--- src/cfta_pkg.sv ---
package cfta_pkg;

  localparam int DIR_BITS  = 16;
  localparam int SIZE_BITS = 12;
  localparam int FRAC_BITS = 8;

  // config register width holds the face size itself (up to 2**SIZE_BITS)
  localparam int CFG_W = SIZE_BITS + 1;
  localparam int IDX_W = 2;

  localparam int MAG_W = DIR_BITS;
  localparam int DEN_W = DIR_BITS + 1;
  localparam int NUM_W = DEN_W + SIZE_BITS;
  localparam int DVD_W = NUM_W + FRAC_BITS;
  localparam int REM_W = DEN_W;

  // quotient is the texel coordinate with its fraction, resolved 4 bits per stage
  localparam int Q_W        = SIZE_BITS + FRAC_BITS;
  localparam int STEP_BITS  = 4;
  localparam int DIV_STAGES = (Q_W + STEP_BITS - 1) / STEP_BITS;
  localparam int Q_PAD      = DIV_STAGES * STEP_BITS;

  localparam logic [CFG_W-1:0] SIZE_MAX = CFG_W'(1) << SIZE_BITS;

  localparam logic [IDX_W-1:0] REG_FACE_WIDTH   = IDX_W'(0);
  localparam logic [IDX_W-1:0] REG_FACE_HEIGHT  = IDX_W'(1);
  localparam logic [IDX_W-1:0] REG_USE_BILINEAR = IDX_W'(2);

  localparam logic [CFG_W-1:0] FACE_SIZE_RESET = CFG_W'(256);

  typedef enum logic [2:0] {
    FACE_NEGX = 3'd0,
    FACE_NEGY = 3'd1,
    FACE_NEGZ = 3'd2,
    FACE_POSX = 3'd3,
    FACE_POSY = 3'd4,
    FACE_POSZ = 3'd5
  } face_e;

  typedef struct packed {
    logic signed [DIR_BITS-1:0] dir_x;
    logic signed [DIR_BITS-1:0] dir_y;
    logic signed [DIR_BITS-1:0] dir_z;
  } dir_t;

  typedef struct packed {
    face_e                face;
    logic [SIZE_BITS-1:0] texel_x;
    logic [SIZE_BITS-1:0] texel_y;
    logic [FRAC_BITS-1:0] frac_x;
    logic [FRAC_BITS-1:0] frac_y;
    logic                 zero_vector;
  } texel_t;

  // working set of one restoring divider lane
  typedef struct packed {
    logic [REM_W-1:0] rem;
    logic [Q_PAD-1:0] dvd;
    logic [Q_PAD-1:0] quo;
  } div_t;

  // per-beat side data that rides along the divider stages
  typedef struct packed {
    face_e            face;
    logic             zero;
    logic [DEN_W-1:0] den;
  } side_t;

endpackage

--- src/cfta_div_stage.sv ---
module cfta_div_stage (
  input  logic                         clk_i,
  input  cfta_pkg::div_t               stage_i,
  input  logic [cfta_pkg::DEN_W-1:0]   den_i,
  output cfta_pkg::div_t               stage_o
);
  import cfta_pkg::*;

  div_t stage_d;
  div_t stage_q;

  always_comb begin
    logic [REM_W:0]   t;
    logic [REM_W-1:0] r;
    logic [Q_PAD-1:0] d;
    logic [Q_PAD-1:0] q;
    r = stage_i.rem;
    d = stage_i.dvd;
    q = stage_i.quo;
    for (int i = 0; i < STEP_BITS; i++) begin
      t = {r, d[Q_PAD-1]};
      d = {d[Q_PAD-2:0], 1'b0};
      if (t >= {1'b0, den_i}) begin
        t = t - {1'b0, den_i};
        q = {q[Q_PAD-2:0], 1'b1};
      end else begin
        q = {q[Q_PAD-2:0], 1'b0};
      end
      r = t[REM_W-1:0];
    end
    stage_d.rem = r;
    stage_d.dvd = d;
    stage_d.quo = q;
  end

  always_ff @(posedge clk_i) begin
    stage_q <= stage_d;
  end

  assign stage_o = stage_q;

endmodule

--- src/cubemap_face_texel_address_core.sv ---
// A beat accepted at one edge shows its result with done_o high after it has passed the registers
// select, offset, multiply, five divider stages and output.
// Throughput: one beat per cycle; busy stays low, the result is never held off.
// The divider lanes resolve four quotient bits per stage, and their stage count sets the latency.
// Reset (rst_ni low, async) clears all valid bits and loads the face size 256 x 256, nearest mode.
module cubemap_face_texel_address_core (
  input  logic                         clk_i,
  input  logic                         rst_ni,
  input  logic                         start,
  output logic                         busy,
  input  cfta_pkg::dir_t               dir_i,
  output logic                         done_o,
  output cfta_pkg::texel_t             result_o,
  input  logic                         cfg_we_i,
  input  logic [cfta_pkg::IDX_W-1:0]   cfg_idx_i,
  input  logic [cfta_pkg::CFG_W-1:0]   cfg_wdata_i
);
  import cfta_pkg::*;

  // ---------------- configuration ----------------
  logic [CFG_W-1:0] face_width_q;
  logic [CFG_W-1:0] face_height_q;
  logic             use_bilinear_q;

  always_ff @(posedge clk_i or negedge rst_ni) begin
    if (!rst_ni) begin
      face_width_q   <= FACE_SIZE_RESET;
      face_height_q  <= FACE_SIZE_RESET;
      use_bilinear_q <= 1'b0;
    end else if (cfg_we_i) begin
      unique case (cfg_idx_i)
        REG_FACE_WIDTH:   face_width_q   <= cfg_wdata_i;
        REG_FACE_HEIGHT:  face_height_q  <= cfg_wdata_i;
        REG_USE_BILINEAR: use_bilinear_q <= cfg_wdata_i[0];
        default: ;
      endcase
    end
  end

  function automatic logic [SIZE_BITS-1:0] size_m1(input logic [CFG_W-1:0] s);
    logic [CFG_W-1:0] t;
    if (s <= CFG_W'(1)) begin
      t = '0;
    end else if (s >= SIZE_MAX) begin
      t = SIZE_MAX - CFG_W'(1);
    end else begin
      t = s - CFG_W'(1);
    end
    return t[SIZE_BITS-1:0];
  endfunction

  logic [SIZE_BITS-1:0] sm1_x;
  logic [SIZE_BITS-1:0] sm1_y;
  assign sm1_x = size_m1(face_width_q);
  assign sm1_y = size_m1(face_height_q);

  assign busy = 1'b0;

  logic accept;
  assign accept = start && !busy;

  // ---------------- stage 1: major axis and face ----------------
  logic signed [DIR_BITS:0] xs, ys, zs, nxs, nys, nzs;
  logic [MAG_W-1:0]         ax, ay, az, m_d;
  logic                     neg_d, zero_d;
  logic [1:0]               axis_d;
  face_e                    face_d;
  logic signed [DIR_BITS:0] u_d, v_d;

  always_comb begin
    xs  = {dir_i.dir_x[DIR_BITS-1], dir_i.dir_x};
    ys  = {dir_i.dir_y[DIR_BITS-1], dir_i.dir_y};
    zs  = {dir_i.dir_z[DIR_BITS-1], dir_i.dir_z};
    nxs = -xs;
    nys = -ys;
    nzs = -zs;
    ax  = xs[DIR_BITS] ? nxs[MAG_W-1:0] : xs[MAG_W-1:0];
    ay  = ys[DIR_BITS] ? nys[MAG_W-1:0] : ys[MAG_W-1:0];
    az  = zs[DIR_BITS] ? nzs[MAG_W-1:0] : zs[MAG_W-1:0];
    zero_d = (ax == '0) && (ay == '0) && (az == '0);
    // ties go to the earlier axis
    if (ax >= ay && ax >= az) begin
      axis_d = 2'd0; m_d = ax; neg_d = xs[DIR_BITS];
    end else if (ay >= az) begin
      axis_d = 2'd1; m_d = ay; neg_d = ys[DIR_BITS];
    end else begin
      axis_d = 2'd2; m_d = az; neg_d = zs[DIR_BITS];
    end
    face_d = face_e'((neg_d ? 3'd0 : 3'd3) + {1'b0, axis_d});
    unique case (face_d)
      FACE_NEGX: begin u_d = zs;  v_d = nys; end
      FACE_NEGY: begin u_d = xs;  v_d = nzs; end
      FACE_NEGZ: begin u_d = xs;  v_d = ys;  end
      FACE_POSX: begin u_d = nzs; v_d = nys; end
      FACE_POSY: begin u_d = xs;  v_d = zs;  end
      default:   begin u_d = xs;  v_d = nys; end
    endcase
  end

  logic                     s1_valid_q;
  face_e                    s1_face_q;
  logic                     s1_zero_q;
  logic [MAG_W-1:0]         s1_m_q;
  logic signed [DIR_BITS:0] s1_u_q, s1_v_q;

  always_ff @(posedge clk_i or negedge rst_ni) begin
    if (!rst_ni) begin
      s1_valid_q <= 1'b0;
    end else begin
      s1_valid_q <= accept;
    end
  end

  always_ff @(posedge clk_i) begin
    s1_face_q <= face_d;
    s1_zero_q <= zero_d;
    s1_m_q    <= m_d;
    s1_u_q    <= u_d;
    s1_v_q    <= v_d;
  end

  // ---------------- stage 2: offsets c + m and divisor 2m ----------------
  logic signed [DIR_BITS+1:0] sum_u, sum_v, m_ext;
  assign m_ext = $signed({2'b00, s1_m_q});
  assign sum_u = {s1_u_q[DIR_BITS], s1_u_q} + m_ext;
  assign sum_v = {s1_v_q[DIR_BITS], s1_v_q} + m_ext;

  logic             s2_valid_q;
  face_e            s2_face_q;
  logic             s2_zero_q;
  logic [DEN_W-1:0] s2_den_q, s2_off_u_q, s2_off_v_q;

  always_ff @(posedge clk_i or negedge rst_ni) begin
    if (!rst_ni) begin
      s2_valid_q <= 1'b0;
    end else begin
      s2_valid_q <= s1_valid_q;
    end
  end

  always_ff @(posedge clk_i) begin
    s2_face_q  <= s1_face_q;
    s2_zero_q  <= s1_zero_q;
    s2_den_q   <= {s1_m_q, 1'b0};
    s2_off_u_q <= sum_u[DEN_W-1:0];
    s2_off_v_q <= sum_v[DEN_W-1:0];
  end

  // ---------------- stage 3: numerators ----------------
  logic [NUM_W-1:0] prod_u, prod_v;
  assign prod_u = s2_off_u_q * sm1_x;
  assign prod_v = s2_off_v_q * sm1_y;

  logic [NUM_W-1:0]    s3_num_u_q, s3_num_v_q;
  logic [DIV_STAGES:0] dv_q;
  side_t               side_q [DIV_STAGES+1];

  always_ff @(posedge clk_i or negedge rst_ni) begin
    if (!rst_ni) begin
      dv_q <= '0;
    end else begin
      dv_q <= {dv_q[DIV_STAGES-1:0], s2_valid_q};
    end
  end

  always_ff @(posedge clk_i) begin
    s3_num_u_q     <= prod_u;
    s3_num_v_q     <= prod_v;
    side_q[0].face <= s2_face_q;
    side_q[0].zero <= s2_zero_q;
    side_q[0].den  <= s2_den_q;
    for (int k = 0; k < DIV_STAGES; k++) begin
      side_q[k+1] <= side_q[k];
    end
  end

  // ---------------- divider lanes: num * 2^FRAC_BITS / 2m ----------------
  logic [DVD_W-1:0] dvd_u, dvd_v;
  assign dvd_u = {s3_num_u_q, {FRAC_BITS{1'b0}}};
  assign dvd_v = {s3_num_v_q, {FRAC_BITS{1'b0}}};

  div_t div_u [DIV_STAGES+1];
  div_t div_v [DIV_STAGES+1];

  // for a nonzero vector, bits above the quotient field are always below the divisor
  assign div_u[0].rem = REM_W'(dvd_u >> Q_PAD);
  assign div_u[0].dvd = dvd_u[Q_PAD-1:0];
  assign div_u[0].quo = '0;
  assign div_v[0].rem = REM_W'(dvd_v >> Q_PAD);
  assign div_v[0].dvd = dvd_v[Q_PAD-1:0];
  assign div_v[0].quo = '0;

  for (genvar k = 0; k < DIV_STAGES; k++) begin : g_div
    cfta_div_stage u_div_u (
      .clk_i   (clk_i),
      .stage_i (div_u[k]),
      .den_i   (side_q[k].den),
      .stage_o (div_u[k+1])
    );
    cfta_div_stage u_div_v (
      .clk_i   (clk_i),
      .stage_i (div_v[k]),
      .den_i   (side_q[k].den),
      .stage_o (div_v[k+1])
    );
  end

  // ---------------- output register ----------------
  logic [Q_PAD-1:0] quo_u, quo_v;
  assign quo_u = div_u[DIV_STAGES].quo;
  assign quo_v = div_v[DIV_STAGES].quo;

  texel_t res_d, res_q;
  logic   done_q;

  always_comb begin
    res_d.face        = side_q[DIV_STAGES].face;
    res_d.texel_x     = quo_u[Q_W-1:FRAC_BITS];
    res_d.texel_y     = quo_v[Q_W-1:FRAC_BITS];
    res_d.frac_x      = use_bilinear_q ? quo_u[FRAC_BITS-1:0] : '0;
    res_d.frac_y      = use_bilinear_q ? quo_v[FRAC_BITS-1:0] : '0;
    res_d.zero_vector = side_q[DIV_STAGES].zero;
    if (side_q[DIV_STAGES].zero) begin
      res_d.face    = FACE_NEGX;
      res_d.texel_x = '0;
      res_d.texel_y = '0;
      res_d.frac_x  = '0;
      res_d.frac_y  = '0;
    end
  end

  always_ff @(posedge clk_i or negedge rst_ni) begin
    if (!rst_ni) begin
      done_q <= 1'b0;
    end else begin
      done_q <= dv_q[DIV_STAGES];
    end
  end

  always_ff @(posedge clk_i) begin
    res_q <= res_d;
  end

  assign done_o   = done_q;
  assign result_o = res_q;

  // ---------------- assertions ----------------
  a_latency: assert property (@(posedge clk_i) disable iff (!rst_ni)
    done_o == $past(dv_q[0], DIV_STAGES + 1))
    else $error("result strobe out of step with divider entry");

  a_rem_bound: assert property (@(posedge clk_i) disable iff (!rst_ni)
    dv_q[DIV_STAGES] && !side_q[DIV_STAGES].zero |->
      div_u[DIV_STAGES].rem < side_q[DIV_STAGES].den &&
      div_v[DIV_STAGES].rem < side_q[DIV_STAGES].den)
    else $error("divider remainder not below divisor");

  a_zero_fields: assert property (@(posedge clk_i) disable iff (!rst_ni)
    done_o && result_o.zero_vector |->
      result_o.face == FACE_NEGX && result_o.texel_x == '0 && result_o.texel_y == '0 &&
      result_o.frac_x == '0 && result_o.frac_y == '0)
    else $error("zero vector beat carries nonzero fields");

  a_nearest: assert property (@(posedge clk_i) disable iff (!rst_ni)
    done_o && $past(!use_bilinear_q) |-> result_o.frac_x == '0 && result_o.frac_y == '0)
    else $error("fraction present in nearest mode");

endmodule

--- config.mk ---
export PLATFORM = sky130hd
export DESIGN_NAME = cubemap_face_texel_address_core
export DESIGN_NICKNAME = d
export VERILOG_FILES = /design/src/cfta_pkg.sv /design/src/cfta_div_stage.sv /design/src/cubemap_face_texel_address_core.sv
export SDC_FILE = /design/constraint.sdc
export NUM_CORES = 2
export LEC_CHECK = 0
export ABC_CLOCK_PERIOD_IN_PS = 13250
export BUFFER_PORTS_ARGS = -buffer_cell sky130_fd_sc_hd__buf_2
export CAP_MARGIN = 15
export CORE_UTILIZATION = 45
export DETAILED_ROUTE_END_ITERATION = 8
export PLACE_DENSITY = 0.71
export SYNTH_ARGS = -nofsm -noshare
export SYNTH_HDL_FRONTEND = slang
export SYNTH_SLANG_ARGS = --single-unit
--- constraint.sdc ---
create_clock -name clk_i -period 13.25 [get_ports clk_i]
set_input_delay 1.325 -clock clk_i [delete_from_list [all_inputs] [get_ports clk_i]]
set_output_delay 1.325 -clock clk_i [all_outputs]
set_load 0.05 [all_outputs]
==> impl_results.md <==
- Mux cell area share after synthesis: 7.595%
- Cell with the most instances after synthesis: ha_1
- Compound-Gate Fraction of Synth Area: ~18%
- Largest family of logic cells by synthesized area: adder cells
- Final net count: about 9,100
- Longest Clk Path Bufs: 3
- Vias in the first global route: 55,444
- Kind of critical path: reg -> reg
- RSZ-0062 raised after global routing: false
- Number of port buffers: 111
- Final Setup Violations: 0
- Adder-cell share of the synthesized area: 26.23%
- Initial Utilization: 45.41%
- Cts repair resizes: 0
- XOR/XNOR share of the synthesized area: 7.399%
- Cts bufs inserted: around 80
- Synth Net Count: roughly 9,000
- Commonest cells post-synth: ha_1, nand2_1, inv_1
- Final ANT Viol Nets: 0
- Yosys warnings: 0
- Post-synth EDFFs: 0
- Area leader, netlist: dfxtp_1
- Final hold violation count: 0
- Post-synth ARST share: under 10%
- Part of the cycle the worst path needs: between 90 and 100%
- Layout cell share with drive strength beyond 1: 9.973%
- Max-cap viol count: 0
- Setup Skew: around 0.042 ns
- Syn Area/Cell: 8.522 sq um
- Die width: 385.7 um
- Clk Latency, worst-skew pair: 0.71 ns
- FF+latch count, synth: ~630
- Avg WL per Cell: 18.95 um
- Sequential area share after synthesis: roughly a fifth
- Worst min path class: reg -> reg
- Drt via density: 5.800
- Initial DRC Count: 4,060
- Status: finished clean
- Largest cells by area after synthesis: dfxtp_1, ha_1, fa_1
- Yosys top cell area share: between 10% and 20%
- DRT Wirelength: 186.5 mm
- Reg2Reg Setup Slack: 1.11 ns
- Synth Flop Type: dfxtp_1
- Clk root buf: clkbuf_16
- Slowest stage delay, CP: 0.55 ns
- H-tree depth: 3
- First-pass DRT Iterations: 6
- # hold bufs at CTS: 0
- RD Place Congestion: between 0.9 and 1
- Distinct cells, synth: ~110
- Area Growth Syn to Fin: 8.500%
- Mapped cell area: 66,250 sq um
- Initial antenna violation count: 5
- Post-CTS setup buffer count: 0
- Final slew viol count: 0
- Final setup TNS: 0 ns
- Reg clk slew, reported paths: 0.06 ns
- CP max FO: 26
- Worst slew pin tran: 1.001 ns
- Most frequent CP cell: o21ai_0
- # DRC: 0
- Minimum clock period: 12.14 ns
- Global-route usage over all layers: 24.72%
- Fmax: 82.38 MHz
- I/O pin total: about 110
- Row cnt: 140
- DIE AREA: 148,800 sq um
- CTS tree: built
- Worst slew margin: 32.41%
- Die extent in y: ~390 um
- Grt ovf: 0
- Placed wire-length estimate: 146.5 mm
- Core area: 145,900 sq um
- Crit. End Element: flop
- Required @ worst endpoint: 13.83 ns
- Clock sinks: 628
- Largest net degree at the start of global routing: 39
- Routed vias: 57,081
- Slowest cell on crit path: a2111oi_0
- Mapped Cells: 7,775
- Synth Area in Simple Gates: 16.20%
- First-pass GRT wire length: 295.1 mm
- CP startpoint kind: flop
- Critical Path AT: 12.72 ns
[final cells by class]
type	count	area [sq um]
fillers	13698	74030
well taps	1917	2399
clock buffers	103	2200
multi-input cells	6259	50110
flip-flops and latches	628	12760
inverters	695	2613
repair buffers	198	1209
clock inverters	38	591.8
diodes	3	7.507
[registers in the layout, indices dropped and copies added, names as in the netlist, 17 cells and up]
register / count
g_div.u_div_u.stage_o: 139
g_div.u_div_v.stage_o: 139
result_o: 44
s1_u_q: 17
s1_v_q: 17
s2_off_u_q: 17
s2_off_v_q: 17
s3_num_u_q: 29
s3_num_v_q: 29
side_q: 104
[stage by stage]
stage	hold slack (ns)	cells	setup WS, ns	cell area, sq um	utilization (%)
final	0.3018	9841	1.112	71890	49.27
after global routing	0.3085	9841	0.1742	71890	49.27
after CTS	0.3056	9838	0.9143	71870	49.26
after detailed placement	0.3121	9697	1.047	69080	47.34
after global placement	0.3103	9697	1.309	69080	47.34
after floorplan	0.3096	7775	2.371	66250	-
[layer usage]
metal	up-vias	track usage, %	share of wire (%)
li1	27586	-	-
met1	27371	31.84	44
met2	1713	41.21	46
met3	411	2.764	5.5
met4	0	11.64	4.7
met5	-	0	0
[worst paths after layout]
check                                               end                    startpoint  cells past startpoint
min                        g_div[1].u_div_u.stage_o[37]  g_div[0].u_div_u.stage_o[33]                      0
max                        g_div[2].u_div_u.stage_o[42]                  side_q[2][2]                     45
max in group asynchronous              face_width_q[11]                        rst_ni                      1
min in group asynchronous                    s2_valid_q                        rst_ni                      1
max reg2reg                g_div[2].u_div_u.stage_o[42]                  side_q[2][2]                     45
min reg2reg                g_div[1].u_div_u.stage_o[37]  g_div[0].u_div_u.stage_o[33]                      0
[worst max-delay path: cells and delay by family (launching register included)]
| kind | cells | cell delay [ns] |
|---|---|---|
| flip-flops | 1 | 0.49 |
| AND/OR/NAND/NOR | 10 | 1.78 |
| buffers and inverters | 3 | 0.61 |
| AO/OA/AOI/OAI | 28 | 7.90 |
| adder cells (fa/ha/maj) | 4 | 1.23 |
[kinds of logic after synthesis]
family                     after synthesis
AOI/OAI and AO/OA                     1838
xor gates and xnor gates               558
adders and majority gates             1189
buffers and inverters                  888
DFF                                    628
muxes                                  452
other                                    1
and+or+nand+nor                       2221
[layout by cell type, fill, tap and decap left out, types with 111 or more instances in the layout]
cell type / instances
ha_1: 856
a21o_1: 210
fa_1: 333
nor3_1: 165
dfxtp_1: 590
xnor2_1: 364
a21oi_1: 470
nand2_1: 717
inv_1: 684
nand3_1: 129
nor2b_1: 144
nor2_1: 464
and2_1: 171
mux2_2: 356
buf_2: 111
xor2_1: 192
o21ai_0: 429
o21a_1: 124
Power is left out: the tool's default activity adds up to more than one toggle a clock period on the data nets, which glitch-free logic cannot reach.
